[src/rtl/stla_pkg.sv]
`default_nettype none
// ----------------------------------------------------------------------------
// stla_pkg
// shared types and constants of the scrolling text lane allocator
// ----------------------------------------------------------------------------
package stla_pkg;

    localparam int TIME_W  = 31;
    localparam int WID_W   = 12;
    localparam int SPD_W   = 11;
    localparam int CFG_W   = 12;
    localparam int LANE_W  = 5;
    localparam int ROW_W   = 12;
    localparam int CADDR_W = 2;

    // shared multiplier operand and product widths
    localparam int E60_W  = 38;
    localparam int MULA_W = 50;
    localparam int MULB_W = 12;
    localparam int MULP_W = MULA_W + MULB_W;
    localparam int PROD_W = 64;
    localparam int KWO_W  = 30;

    // configuration register indexes
    localparam logic [CADDR_W-1:0] CFG_SCREEN_WIDTH  = 2'd0;
    localparam logic [CADDR_W-1:0] CFG_SCREEN_HEIGHT = 2'd1;

    localparam logic [CFG_W-1:0] SCREEN_WIDTH_RST  = 12'd1280;
    localparam logic [CFG_W-1:0] SCREEN_HEIGHT_RST = 12'd720;

    typedef enum logic [8:0] {
        S_IDLE = 9'b000000001,
        S_READ = 9'b000000010,
        S_DIFF = 9'b000000100,
        S_MUL1 = 9'b000001000,
        S_MUL2 = 9'b000010000,
        S_MUL3 = 9'b000100000,
        S_MUL4 = 9'b001000000,
        S_CMP  = 9'b010000000,
        S_DONE = 9'b100000000
    } state_t;

    typedef enum logic [2:0] {
        OP_NONE = 3'd0,
        OP_DIFF = 3'd1,
        OP_MUL1 = 3'd2,
        OP_MUL2 = 3'd3,
        OP_MUL3 = 3'd4,
        OP_MUL4 = 3'd5
    } fit_op_t;

    typedef struct packed {
        logic [TIME_W-1:0] tstamp;
        logic [WID_W-1:0]  width;
        logic [SPD_W-1:0]  speed;
    } lane_rec_t;

    typedef struct packed {
        fit_op_t           op;
        logic [TIME_W-1:0] now;
        logic [SPD_W-1:0]  speed;
        logic [CFG_W-1:0]  screen_width;
    } fit_ctrl_t;

    typedef struct packed {
        logic clears;   // new item clears the old tail
        logic slower;   // new speed not above stored speed
        logic no_catch; // catch-up test holds
    } fit_stat_t;

endpackage

`default_nettype wire

[src/rtl/scrolling_text_lane_allocator.sv]
`default_nettype none
// ----------------------------------------------------------------------------
// scrolling_text_lane_allocator
// picks the lowest lane where a new scrolling text item will not catch up
// ----------------------------------------------------------------------------
// Requests arrive on the s_ stream (tdata: now_ms, item_width, item_speed).
// Each request gives one result on the m_ stream (tdata: found, lane,
// row_y). Lanes are scanned from 0 upward through one shared multiplier
// under a small sequencer; s_tready is high only while the sequencer idles.
// An empty lane ends the scan in S_READ. An occupied lane passes S_DIFF,
// S_MUL1 and S_MUL2, where it is rejected by the clearance test or taken
// as not faster; otherwise S_MUL3, S_MUL4 and S_CMP run the catch-up test.
// The scan stops at the first fitting lane; with no fit all LANES lanes
// are scanned, and the result is loaded from S_DONE.
// m_tvalid rises when the output register is loaded.
// The result sits in an output register; a stalled receiver holds it, and
// a finished scan waits in its last state until the register frees.
// Reset empties all lanes and sets screen_width 1280 and screen_height 720.
// The cfg port writes screen_width (index 0) or screen_height (index 1), and
// ignores other indexes; the user must write only while idle, which the block
// does not enforce. row_y uses screen_height / LANES, refreshed after a write.
// ----------------------------------------------------------------------------
module scrolling_text_lane_allocator #(
    parameter int LANES = 24
) (
    input  wire logic                            clk,
    input  wire logic                            rst_n,
    input  wire logic                            s_tvalid,
    output logic                                 s_tready,
    // now_ms [30:0], item_width [42:31], item_speed [53:43], zero [55:54]
    input  wire logic [55:0]                     s_tdata,
    output logic                                 m_tvalid,
    input  wire logic                            m_tready,
    // found [0], lane [5:1], row_y [17:6], zero [23:18]
    output logic [23:0]                          m_tdata,
    input  wire logic                            cfg_we,
    input  wire logic [stla_pkg::CADDR_W-1:0]    cfg_addr,
    input  wire logic [stla_pkg::CFG_W-1:0]      cfg_data
);

    localparam int IDX_W  = (LANES > 1) ? $clog2(LANES) : 1;
    localparam int RCP_SH = 19;
    localparam int RCP_W  = RCP_SH + 1;
    localparam logic [RCP_W-1:0] RCP = RCP_W'((64'd1 << RCP_SH) / LANES);
    localparam logic [IDX_W-1:0] LAST_IDX = IDX_W'(LANES - 1);

    stla_pkg::state_t               state_reg, state_next;
    logic [IDX_W-1:0]               idx_reg, idx_next;
    logic                           found_reg, found_next;
    logic [stla_pkg::TIME_W-1:0]    now_reg;
    logic [stla_pkg::WID_W-1:0]     width_reg;
    logic [stla_pkg::SPD_W-1:0]     speed_reg;
    logic [stla_pkg::CFG_W-1:0]     sw_reg;
    logic [stla_pkg::CFG_W-1:0]     sh_reg;
    logic [stla_pkg::CFG_W-1:0]     qest_reg;
    logic [stla_pkg::CFG_W-1:0]     row_step_reg;
    logic [stla_pkg::CFG_W+RCP_W-1:0] qest_prod;
    logic [RCP_W-1:0]               qest_back;
    logic [RCP_W-1:0]               qest_rem;
    logic                           m_tvalid_reg;
    logic                           out_found_reg;
    logic [stla_pkg::LANE_W-1:0]    out_lane_reg;
    logic [stla_pkg::ROW_W-1:0]     out_row_reg;
    logic [IDX_W+stla_pkg::CFG_W-1:0] row_prod;
    logic                           accept;
    logic                           out_load;
    logic                           lane_used;
    logic                           store_we;
    stla_pkg::lane_rec_t            rec;
    stla_pkg::lane_rec_t            wrec;
    stla_pkg::fit_ctrl_t            fctrl;
    stla_pkg::fit_stat_t            fstat;

    assign s_tready = (state_reg == stla_pkg::S_IDLE);
    assign accept   = s_tvalid && s_tready;
    assign out_load = (state_reg == stla_pkg::S_DONE) && (!m_tvalid_reg || m_tready);
    assign store_we = out_load && found_reg;

    assign wrec.tstamp = now_reg;
    assign wrec.width  = width_reg;
    assign wrec.speed  = speed_reg;

    stla_lane_store #(
        .LANES (LANES),
        .IDX_W (IDX_W)
    ) u_store (
        .clk   (clk),
        .rst_n (rst_n),
        .raddr (idx_reg),
        .rdata (rec),
        .used  (lane_used),
        .we    (store_we),
        .waddr (idx_reg),
        .wdata (wrec)
    );

    always_comb
    begin
        fctrl.now          = now_reg;
        fctrl.speed        = speed_reg;
        fctrl.screen_width = sw_reg;
        case (state_reg)
            stla_pkg::S_DIFF: fctrl.op = stla_pkg::OP_DIFF;
            stla_pkg::S_MUL1: fctrl.op = stla_pkg::OP_MUL1;
            stla_pkg::S_MUL2: fctrl.op = stla_pkg::OP_MUL2;
            stla_pkg::S_MUL3: fctrl.op = stla_pkg::OP_MUL3;
            stla_pkg::S_MUL4: fctrl.op = stla_pkg::OP_MUL4;
            default:          fctrl.op = stla_pkg::OP_NONE;
        endcase
    end

    stla_fit_unit u_fit (
        .clk  (clk),
        .ctrl (fctrl),
        .rec  (rec),
        .stat (fstat)
    );

    // sequencer
    always_comb
    begin
        state_next = state_reg;
        idx_next   = idx_reg;
        found_next = found_reg;
        case (state_reg)
            stla_pkg::S_IDLE:
            begin
                if (accept)
                begin
                    idx_next   = '0;
                    found_next = 1'b0;
                    state_next = stla_pkg::S_READ;
                end
            end
            stla_pkg::S_READ:
            begin
                if (!lane_used)
                begin
                    found_next = 1'b1;
                    state_next = stla_pkg::S_DONE;
                end
                else
                begin
                    state_next = stla_pkg::S_DIFF;
                end
            end
            stla_pkg::S_DIFF:
            begin
                state_next = stla_pkg::S_MUL1;
            end
            stla_pkg::S_MUL1:
            begin
                state_next = stla_pkg::S_MUL2;
            end
            stla_pkg::S_MUL2:
            begin
                if (!fstat.clears)
                begin
                    if (idx_reg == LAST_IDX)
                    begin
                        state_next = stla_pkg::S_DONE;
                    end
                    else
                    begin
                        idx_next   = idx_reg + 1'b1;
                        state_next = stla_pkg::S_READ;
                    end
                end
                else if (fstat.slower)
                begin
                    found_next = 1'b1;
                    state_next = stla_pkg::S_DONE;
                end
                else
                begin
                    state_next = stla_pkg::S_MUL3;
                end
            end
            stla_pkg::S_MUL3:
            begin
                state_next = stla_pkg::S_MUL4;
            end
            stla_pkg::S_MUL4:
            begin
                state_next = stla_pkg::S_CMP;
            end
            stla_pkg::S_CMP:
            begin
                if (fstat.no_catch)
                begin
                    found_next = 1'b1;
                    state_next = stla_pkg::S_DONE;
                end
                else if (idx_reg == LAST_IDX)
                begin
                    state_next = stla_pkg::S_DONE;
                end
                else
                begin
                    idx_next   = idx_reg + 1'b1;
                    state_next = stla_pkg::S_READ;
                end
            end
            stla_pkg::S_DONE:
            begin
                if (out_load)
                begin
                    state_next = stla_pkg::S_IDLE;
                end
            end
            default:
            begin
                state_next = stla_pkg::S_IDLE;
            end
        endcase
    end

    always_ff @(posedge clk or negedge rst_n)
    begin
        if (!rst_n)
        begin
            state_reg    <= stla_pkg::S_IDLE;
            idx_reg      <= '0;
            found_reg    <= 1'b0;
            m_tvalid_reg <= 1'b0;
            sw_reg       <= stla_pkg::SCREEN_WIDTH_RST;
            sh_reg       <= stla_pkg::SCREEN_HEIGHT_RST;
        end
        else
        begin
            state_reg <= state_next;
            idx_reg   <= idx_next;
            found_reg <= found_next;
            if (out_load)
            begin
                m_tvalid_reg <= 1'b1;
            end
            else if (m_tready)
            begin
                m_tvalid_reg <= 1'b0;
            end
            if (cfg_we && cfg_addr == stla_pkg::CFG_SCREEN_WIDTH)
            begin
                sw_reg <= cfg_data;
            end
            if (cfg_we && cfg_addr == stla_pkg::CFG_SCREEN_HEIGHT)
            begin
                sh_reg <= cfg_data;
            end
        end
    end

    // row step = screen_height / LANES by reciprocal estimate and one correction
    assign qest_prod = sh_reg * RCP;
    assign qest_back = RCP_W'(qest_reg * LANES);
    assign qest_rem  = RCP_W'(sh_reg) - qest_back;

    always_ff @(posedge clk)
    begin
        qest_reg <= qest_prod[RCP_SH +: stla_pkg::CFG_W];
        if (qest_rem >= RCP_W'(LANES))
        begin
            row_step_reg <= qest_reg + 1'b1;
        end
        else
        begin
            row_step_reg <= qest_reg;
        end
    end

    assign row_prod = idx_reg * row_step_reg;

    always_ff @(posedge clk)
    begin
        if (accept)
        begin
            now_reg   <= s_tdata[30:0];
            width_reg <= s_tdata[42:31];
            speed_reg <= s_tdata[53:43];
        end
        if (out_load)
        begin
            out_found_reg <= found_reg;
            out_lane_reg  <= found_reg ? stla_pkg::LANE_W'(idx_reg) : '0;
            out_row_reg   <= found_reg ? row_prod[stla_pkg::ROW_W-1:0] : '0;
        end
    end

    assign m_tvalid = m_tvalid_reg;
    assign m_tdata  = {6'b0, out_row_reg, out_lane_reg, out_found_reg};

endmodule

`default_nettype wire

[src/rtl/stla_lane_store.sv]
`default_nettype none
// ----------------------------------------------------------------------------
// stla_lane_store
// per-lane record memory with registered read and occupancy flags
// ----------------------------------------------------------------------------
module stla_lane_store #(
    parameter int LANES = 24,
    parameter int IDX_W = 5
) (
    input  wire logic                 clk,
    input  wire logic                 rst_n,
    input  wire logic [IDX_W-1:0]     raddr,
    output stla_pkg::lane_rec_t       rdata,
    output logic                      used,
    input  wire logic                 we,
    input  wire logic [IDX_W-1:0]     waddr,
    input  wire stla_pkg::lane_rec_t  wdata
);

    stla_pkg::lane_rec_t lane_mem [LANES];
    logic [LANES-1:0]    used_reg;
    stla_pkg::lane_rec_t rdata_reg;

    always_ff @(posedge clk)
    begin
        if (we)
        begin
            lane_mem[waddr] <= wdata;
        end
        rdata_reg <= lane_mem[raddr];
    end

    always_ff @(posedge clk or negedge rst_n)
    begin
        if (!rst_n)
        begin
            used_reg <= '0;
        end
        else if (we)
        begin
            used_reg[waddr] <= 1'b1;
        end
    end

    assign rdata = rdata_reg;
    assign used  = used_reg[raddr];

endmodule

`default_nettype wire

[src/rtl/stla_fit_unit.sv]
`default_nettype none
// ----------------------------------------------------------------------------
// stla_fit_unit
// lane fit datapath around one shared signed multiplier
// ----------------------------------------------------------------------------
module stla_fit_unit (
    input  wire logic                 clk,
    input  wire stla_pkg::fit_ctrl_t  ctrl,
    input  wire stla_pkg::lane_rec_t  rec,
    output stla_pkg::fit_stat_t       stat
);

    logic signed [stla_pkg::TIME_W:0]         elapsed;
    logic signed [stla_pkg::E60_W-1:0]        elapsed_x;
    logic signed [stla_pkg::E60_W-1:0]        e60_reg;
    logic signed [stla_pkg::E60_W-1:0]        e60_next;
    logic [stla_pkg::KWO_W-1:0]               kwo;
    logic signed [stla_pkg::PROD_W-1:0]       kwo_s;
    logic signed [stla_pkg::MULA_W-1:0]       mul_a;
    logic signed [stla_pkg::MULB_W-1:0]       mul_b;
    logic signed [stla_pkg::MULP_W-1:0]       mul_p;
    logic signed [stla_pkg::PROD_W-1:0]       prod_reg;
    logic signed [stla_pkg::PROD_W-1:0]       prod_next;
    logic signed [stla_pkg::PROD_W-1:0]       lead_full;
    logic signed [stla_pkg::MULA_W-1:0]       lead_reg;
    logic signed [stla_pkg::PROD_W-1:0]       rhs_reg;
    logic signed [stla_pkg::PROD_W-1:0]       rhs_next;
    logic [stla_pkg::MULB_W-1:0]              sn_ext;
    logic [stla_pkg::MULB_W-1:0]              so_ext;

    assign sn_ext = {1'b0, ctrl.speed};
    assign so_ext = {1'b0, rec.speed};

    assign elapsed   = $signed({1'b0, ctrl.now}) - $signed({1'b0, rec.tstamp});
    assign elapsed_x = stla_pkg::E60_W'(elapsed);
    // times 60 as 64 - 4
    assign e60_next  = (elapsed_x <<< 6) - (elapsed_x <<< 2);

    // width times 256000 = 2^18 - 2^12 - 2^11
    assign kwo   = ({rec.width, 18'b0}) - (stla_pkg::KWO_W'({rec.width, 12'b0}))
                 - (stla_pkg::KWO_W'({rec.width, 11'b0}));
    assign kwo_s = $signed({{(stla_pkg::PROD_W - stla_pkg::KWO_W){1'b0}}, kwo});

    always_comb
    begin
        mul_a = '0;
        mul_b = '0;
        case (ctrl.op)
            stla_pkg::OP_MUL1:
            begin
                mul_a = stla_pkg::MULA_W'(e60_reg);
                mul_b = $signed(sn_ext);
            end
            stla_pkg::OP_MUL2:
            begin
                mul_a = stla_pkg::MULA_W'(e60_reg);
                mul_b = $signed(so_ext);
            end
            stla_pkg::OP_MUL3:
            begin
                mul_a = $signed({{(stla_pkg::MULA_W - stla_pkg::CFG_W){1'b0}},
                                 ctrl.screen_width});
                mul_b = $signed(sn_ext - so_ext);
            end
            stla_pkg::OP_MUL4:
            begin
                mul_a = lead_reg;
                mul_b = $signed(sn_ext);
            end
            default:
            begin
                mul_a = '0;
                mul_b = '0;
            end
        endcase
    end

    assign mul_p     = mul_a * mul_b;
    assign prod_next = stla_pkg::PROD_W'(mul_p);
    assign lead_full = prod_reg - kwo_s;
    // product here is screen width times speed difference, scaled by 256000
    assign rhs_next  = (prod_reg <<< 18) - (prod_reg <<< 12) - (prod_reg <<< 11);

    always_ff @(posedge clk)
    begin
        if (ctrl.op == stla_pkg::OP_DIFF)
        begin
            e60_reg <= e60_next;
        end
        if (ctrl.op == stla_pkg::OP_MUL1 || ctrl.op == stla_pkg::OP_MUL2
            || ctrl.op == stla_pkg::OP_MUL3 || ctrl.op == stla_pkg::OP_MUL4)
        begin
            prod_reg <= prod_next;
        end
        if (ctrl.op == stla_pkg::OP_MUL3)
        begin
            lead_reg <= lead_full[stla_pkg::MULA_W-1:0];
        end
        if (ctrl.op == stla_pkg::OP_MUL4)
        begin
            rhs_reg <= rhs_next;
        end
    end

    assign stat.clears   = (prod_reg > kwo_s);
    assign stat.slower   = (ctrl.speed <= rec.speed);
    assign stat.no_catch = (prod_reg > rhs_reg);

endmodule

`default_nettype wire
[config.mk]
export PLATFORM = sky130hd
export DESIGN_NAME = scrolling_text_lane_allocator
export DESIGN_NICKNAME = d
export VERILOG_FILES = /design/src/rtl/stla_pkg.sv /design/src/rtl/scrolling_text_lane_allocator.sv /design/src/rtl/stla_lane_store.sv /design/src/rtl/stla_fit_unit.sv
export SDC_FILE = /design/constraint.sdc
export NUM_CORES = 2
export LEC_CHECK = 0
export ABC_CLOCK_PERIOD_IN_PS = 13300
export BUFFER_PORTS_ARGS = -buffer_cell sky130_fd_sc_hd__buf_4
export CAP_MARGIN = 40
export CORE_MARGIN = 2
export CORE_UTILIZATION = 60
export CTS_CLUSTER_DIAMETER = 30
export DETAILED_ROUTE_END_ITERATION = 6
export GPL_TIMING_DRIVEN = 0
export PLACE_DENSITY_LB_ADDON = 0.2
export SLEW_MARGIN = 15
export SYNTH_ARGS = -nofsm -noshare
export SYNTH_HDL_FRONTEND = slang
export SYNTH_SLANG_ARGS = --single-unit
[constraint.sdc]
create_clock -name clk -period 13.3 [get_ports clk]
set_input_delay 1.33 -clock clk [delete_from_list [all_inputs] [get_ports clk]]
set_output_delay 1.33 -clock clk [all_outputs]
set_load 0.01 [all_outputs]
Word-level counts from Yosys, hierarchy flattened

Memory sizes are Yosys's and may differ from the RTL's. A register that Yosys moved wholly into a read port is not among the register bits.
Cells that the tools add are included.
Widths: inputs -> output; s select.

Register bits: 367
Bits in latches: 0
Bits in writable memories: 1,296
ROM bits: 0
Output and inout bits: 26
Word-level logic and storage cells: 118
Memories kept: 1

$add $sub $neg: 11
Multipliers: 4
Div/mod/pow operators: 0
$lt $le $gt $ge: 6
Eq/ne operators: 24
Shift-type cells: 0
Muxes and demuxes: 31
Bitwise gates (word level): 1
Reductions and logical operators: 20

Memory list:

| memory           | words | bits a word | read ports | clocked after memory_dff | write ports | RTL line              | text |
|---|---|---|---|---|---|---|---|
| u_store.lane_mem | 24    | 54          | 1          | 1                        | 1           | stla_lane_store.sv:20 | `stla_pkg::lane_rec_t lane_mem [LANES];` |

Operators with widths:

| operator               | count |
|---|---|
| $pmux 50 s3            | 1 |
| $sub 64x64->64         | 2 |
| $pmux 9 s9             | 1 |
| $gt 62x64->1           | 1 |
| $mux 9                 | 7 |
| $gt 62x31->1           | 1 |
| $mul 50x12->62         | 1 |
| $sub 50x31->50         | 1 |
| $sub 38x34->38         | 1 |
| $pmux 12 s3            | 1 |
| $sub 31x31->32         | 1 |
| $sub 30x23->30         | 1 |
| $sub 30x24->30         | 1 |
| $mul 12x15->27 const B | 1 |
| $or 24x24->24          | 1 |
| $ge 20x5->1 const B    | 1 |
| $mux 5                 | 4 |
| $pmux 3 s5             | 1 |
| $pmux 5 s3             | 1 |
| $ne 2x2->1 const B     | 7 |
| $sub 12x13->14         | 1 |
| $mul 5x9->12           | 1 |
| $sub 11x11->12         | 1 |
| $le 11x11->1           | 1 |
| 36 further kinds       | 57 |

Depth between registers and ports, before layout

Depth after elaboration: 6
Depth in mapped cells: 36
Gate-level depth less buffers: 35

Modules after synthesis

A second synthesis with hierarchy kept.

Cell total of the unflattened synthesis: 7,845
Area, all modules: 99,785.7 µm²

Modules (own cells, without submodules):

| module                        | times used | cells an instance | area each (µm²) | sequential area each (µm²) |
|---|---|---|---|---|
| stla_lane_store               | 1          | 2,666             | 52,028.6        | 40,598.9 |
| stla_fit_unit                 | 1          | 4,456             | 39,364.0        | 6,035.8 |
| scrolling_text_lane_allocator | 1          | 723               | 8,393.0         | 3,512.1 |

Worst setup path before layout

No wires, ideal clock.

Path type: flip-flop to flip-flop
Start point: reg state_reg[3]
End point: reg u_fit.prod_reg[56] (netlist bit) (data pin)
Library setup time: 0.258 ns
Data arrival time: 8.799 ns
Setup slack: 4.244 ns
Cell stages (with the launch flop): 30
Path buffers: 2
Path through: dfrtp_1 > nor2_1 > nand2_1 > nor2_4 > nand4b_1 > inv_1 > clkbuf_1 > buf_1 > a22oi_1 > nand2_1 > nand2_1 > fa_1 > inv_1 > fa_1 > fa_1 > fa_1 > inv_1 > fa_1 > inv_1 > ha_1 > a2111oi_0 > o21ai_0 > o2111ai_1 > a211oi_1 > o311ai_1 > a21oi_1 > a31oi_1 > and2_1 > o21ai_1 > xnor2_1

Word-level cells in the longest chain between the ends: 6
Elaborated cells between the ends (all ways): 15
Classes of those cells: mul (1); eq/ne (9); mux (3); reduce/logical (2)

Ends and longest elaborated chain:

| item                                              | RTL line                             | text |
|---|---|---|
| from (decl)                                       | scrolling_text_lane_allocator.sv:47  | `stla_pkg::state_t state_reg, state_next;` |
| from (signal assigned)                            | scrolling_text_lane_allocator.sv:222 | `state_reg <= stla_pkg::S_IDLE;` |
| from (signal assigned)                            | scrolling_text_lane_allocator.sv:231 | `state_reg <= state_next;` |
| $eq 9x7->1, or another cell as far along          | scrolling_text_lane_allocator.sv:102 | `case (state_reg)` |
| $pmux 3 s5 *                                      | scrolling_text_lane_allocator.sv:102 |  |
| $eq 3x2->1 / $eq 3x3->1 (equally long branches)   | stla_fit_unit.sv:48                  | `case (ctrl.op)` |
| $reduce_or 2->1 (no line)                         | --                                   |  |
| $pmux 50 s3 / $pmux 12 s3 (equally long branches) | stla_fit_unit.sv:48                  |  |
| $mul 50x12->62 *                                  | stla_fit_unit.sv:78                  | `assign mul_p = mul_a * mul_b;` |
| via u_fit.mul_p, one bit                          | stla_fit_unit.sv:21                  | `logic signed [stla_pkg::MULP_W-1:0] mul_p;` |
| to (signal assigned)                              | stla_fit_unit.sv:93                  | `prod_reg <= prod_next;` |
| to (decl)                                         | stla_fit_unit.sv:22                  | `logic signed [stla_pkg::PROD_W-1:0] prod_reg;` |

The timed path passes the listed nets; every way through them passes the cells marked *.
A chain may end at the register's enable or synchronous reset.

Worst setup path after layout

Start point: reg state_reg[1]
End point: reg u_fit.prod_reg[61] (netlist name)

Word-level cells in the longest chain between the ends: 6
Elaborated cells between the ends (all ways): 15
Classes of those cells: mul (1); eq/ne (9); mux (3); reduce/logical (2)

Ends and longest elaborated chain:

| item                                              | RTL line |
|---|---|
| $eq 9x7->1, or another cell as far along          | scrolling_text_lane_allocator.sv:102 |
| $pmux 3 s5 *                                      | scrolling_text_lane_allocator.sv:102 |
| $eq 3x2->1 / $eq 3x3->1 (equally long branches)   | stla_fit_unit.sv:48 |
| $reduce_or 2->1 (no line)                         | -- |
| $pmux 50 s3 / $pmux 12 s3 (equally long branches) | stla_fit_unit.sv:48 |
| $mul 50x12->62 *                                  | stla_fit_unit.sv:78 |
| via u_fit.mul_p, one bit                          | stla_fit_unit.sv:21 |

Marked as above.

==> summary.txt <==
Clock network
  – # clock sinks: 1704
  – Post-CTS Resized: 0
  – Htree depth: 5
  – Post-CTS Setup Inserts: 0
  – Clock-pin slew on the worst setup and hold paths: 0.05 ns
  – TritonCTS buffer count: 333
  – CTS tree: done
  – Max clock buf depth: 4
  – Clk_lat worst skew: roughly 0.95 ns
  – Root Buffer: clkbuf_16
  – CTS Hold Bufs: 0

Yosys
  – Compound-Gate Fraction of Synth Area: under 10%
  – Post-Syn Area per Cell: 13.7 um2
  – Post-synthesis mux area share: under 10%
  – Synth top area share: 48.5%
  – Simple-gate share of the synthesized area: 6.31%
  – Post-synth ARST share: 3.76%
  – Post-synthesis adder-cell area fraction: 19.0%
  – Largest family of logic cells by synthesized area: adder cells
  – Cell variety after synth: roughly 110
  – Post-synthesis sequential area ratio: 51.7%
  – Xor/xnor cell area share of the yosys netlist: 2.44%
  – Top post-synthesis cells by area: edfxtp_1, fa_1, mux4_2, ha_1, inv_1
  – Yosys warns: 0
  – EDFF count, synth: 1569
  – Ys flop type: edfxtp_1
  – Post-synth top area cell: edfxtp_1
  – Synthesized area: between 0.09 and 0.1 mm2
  – Gate Count Post-Synth: ~7100
  – Synth Register Bits: 1704

Status
  – Outcome: completed

Routing
  – Top routing layer used: met5
  – DRT iter0 DRCs: roughly 7400
  – Antenna-violating nets left: 0
  – Vias per cell: 6.33
  – Initial DRT Pass Iterations: 6
  – Drt drc: 0
  – WL met3: 26600 um
  – Met2 wire length: 139000 um
  – DRT Wirelength: 288000 um
  – Drt wl/cell: 28.6 um
  – M1 WL: 103000 um
  – Via count: 63737

Floorplan
  – Die width: 406 um
  – Std cell rows: between 100 and 150
  – Die Span Y: 406 um
  – Core area: 0.161 mm2
  – Num ports: 101
  – Die ar.: 0.165 mm2
  – Initial core utilization: 60.4%

Global route
  – Number of global-route vias before repair: 66559
  – Number of antenna violations at the first check in global routing: 10
  – GRT overflow: 0
  – Largest net degree at the start of global routing: 40
  – Global-route wire length before repair: around 430000 um
  – Total GRT Usage: roughly 36%

Setup path
  – Critical Path RT: 13.98 ns
  – Peak fanout along the critical path: 10
  – Slowest CP cell: nor3b_1
  – Worst Path Arrival: 11.29 ns
  – Worst setup SP type: register
  – Kind of critical path: register to register
  – Critical Path End Type: register
  – CP peak stage delay: about 0.73 ns

Finish
  – Post-Layout Cell Count: 10071
  – Finished Cell Area: 0.114 mm2
  – Layout cell share with drive strength beyond 1: 16.1%
  – Final nets: roughly 9000
  – Number of flip-flops in the largest register: between 1000 and 1500
  – Area growth, synth to finish: 17.8%
  – Fin util: 71.2%

Pwr
  – Pwr dens: about 160 mW/mm2
  – Total power: 18.1 mW
  – P_leak: 44.6 nW
  – Worst ir drop on vdd: 0.000246 V

Place
  – Cells after DPL: 9461
  – Dpl cell area: 0.103 mm2
  – HPWL after DPL: 197000 um
  – GP Congestion: about 1.0
  – # port buffers: 92
  – Pre-CTS setup slack: ~2.8 ns

STA
  – Final Skew: 0.0980 ns
  – Period minus WS final: 10.61 ns
  – FMAX: 94.2 MHz
  – Rel. slew slack: 33.6%
  – Max Slew Vio Count: 0
  – Setup violators final: 0
  – Fin. Hold Viols: 0
  – Final setup TNS: 0 ns
  – Final period util: between 70% and 80%
  – Worst-Margin Slew: between 0.9 and 1 ns
  – Hold Slack: 0.342 ns
  – RSZ-0062 raised after global routing: no
  – Post-route worst setup slack: 2.69 ns

Worst hold path
  – Hold Crit Class: input pin to async pin

Run
  – Max Cap Violations: 0
## critical path: cells and delay by family, from the launching register on
kind	cells	cell delay (ns)
DFF	1	0.39
buffers and inverters	5	1.45
and+or+nand+nor	10	2.63
AOI/OAI and AO/OA	7	2.75
xor gates and xnor gates	1	0.13
adders and majority gates	6	2.99
## where the power goes
| part | internal (mW) | total, mW | switching (mW) |
|---|---|---|---|
| registers | 6.28 | 6.58 | 0.302 |
| clock network | 5.46 | 8.33 | 2.87 |
| logic | 1.33 | 3.15 | 1.82 |
| total | 13.1 | 18.1 | 4.99 |
## synthesized netlist by cell type (32+ instances only)
library cell     n
nand2_1        654
or2_2           38
dfrtp_1         57
clkbuf_1       208
o21bai_1        39
dfxtp_1         71
xor2_1          77
edfxtp_1      1569
o211ai_1        63
o21a_1          39
ha_1           476
a21o_1         166
fa_1           625
nor2b_1         80
o21ai_0        113
nor2_1         239
a21oi_1        280
a22oi_1        130
xnor2_1        193
mux4_2         330
mux2i_1         58
buf_1           49
nand4_1         50
nor3_1          32
and2_1          56
nand3_1         68
inv_1          909
## metal layers
metal / up-vias / GRT usage, %
met5: - / 0
met4: 10 / 21.9
met3: 964 / 7.77
met2: 3760 / 57.2
met1: 32436 / 44.2
li1: 26567 / -
## cell type report
class | count | area, um2
sequential | 1704 | 50100
buffer | 284 | 1170
fill | 10234 | 46200
multi-input combinational | 4166 | 42600
tap | 2160 | 2700
timing repair buffer | 250 | 3280
inverter | 911 | 3420
clock buffer | 371 | 8580
antenna | 8 | 20.0
clock inverter | 217 | 2440
## cells in the final DEF, fill, tap and decap left out, types with 63 or more instances in the layout
cell type and instances:
nor2_1 215, o211ai_1 63, ha_1 476, nand3_1 67, a21oi_1 280, clkbuf_16 336, buf_4 107, fa_1 625
nand2_1 654, edfxtp_1 1569, inv_1 908, o21ai_0 113, mux4_2 330, xor2_1 77, xnor2_1 193, a21o_1 166
nor2b_1 79, dfxtp_1 71, a22oi_1 130, clkbuf_1 228
## worst paths after layout
path | cells past startpoint | slack, ns | startpoint | to
setup / recovery | 29 | 2.69 | state_reg[1] | u_fit.prod_reg[61]
hold / removal | 1 | 0.34 | rst_n | m_tvalid
min in group clk | 1 | 0.48 | u_store.used_reg[9] | u_store.used_reg[9]
setup reg to reg | 29 | 2.69 | state_reg[1] | u_fit.prod_reg[61]
hold reg to reg | 1 | 0.48 | u_store.used_reg[9] | u_store.used_reg[9]
max in group asynchronous | 2 | 12.35 | rst_n | state_reg[0]
## logic make-up (layout without fill, tap and decap cells)
kind of cell,after synthesis,in the layout
adder cells (fa/ha/maj),1101,1101
flip-flops,1704,1704
XOR/XNOR,270,270
AO/OA/AOI/OAI,1038,1038
buffers and inverters,1195,2033
multiplexers,414,414
AND/OR/NAND/NOR,1337,1337
other,1,14
Note: power is estimated with default switching activity, not from simulation.
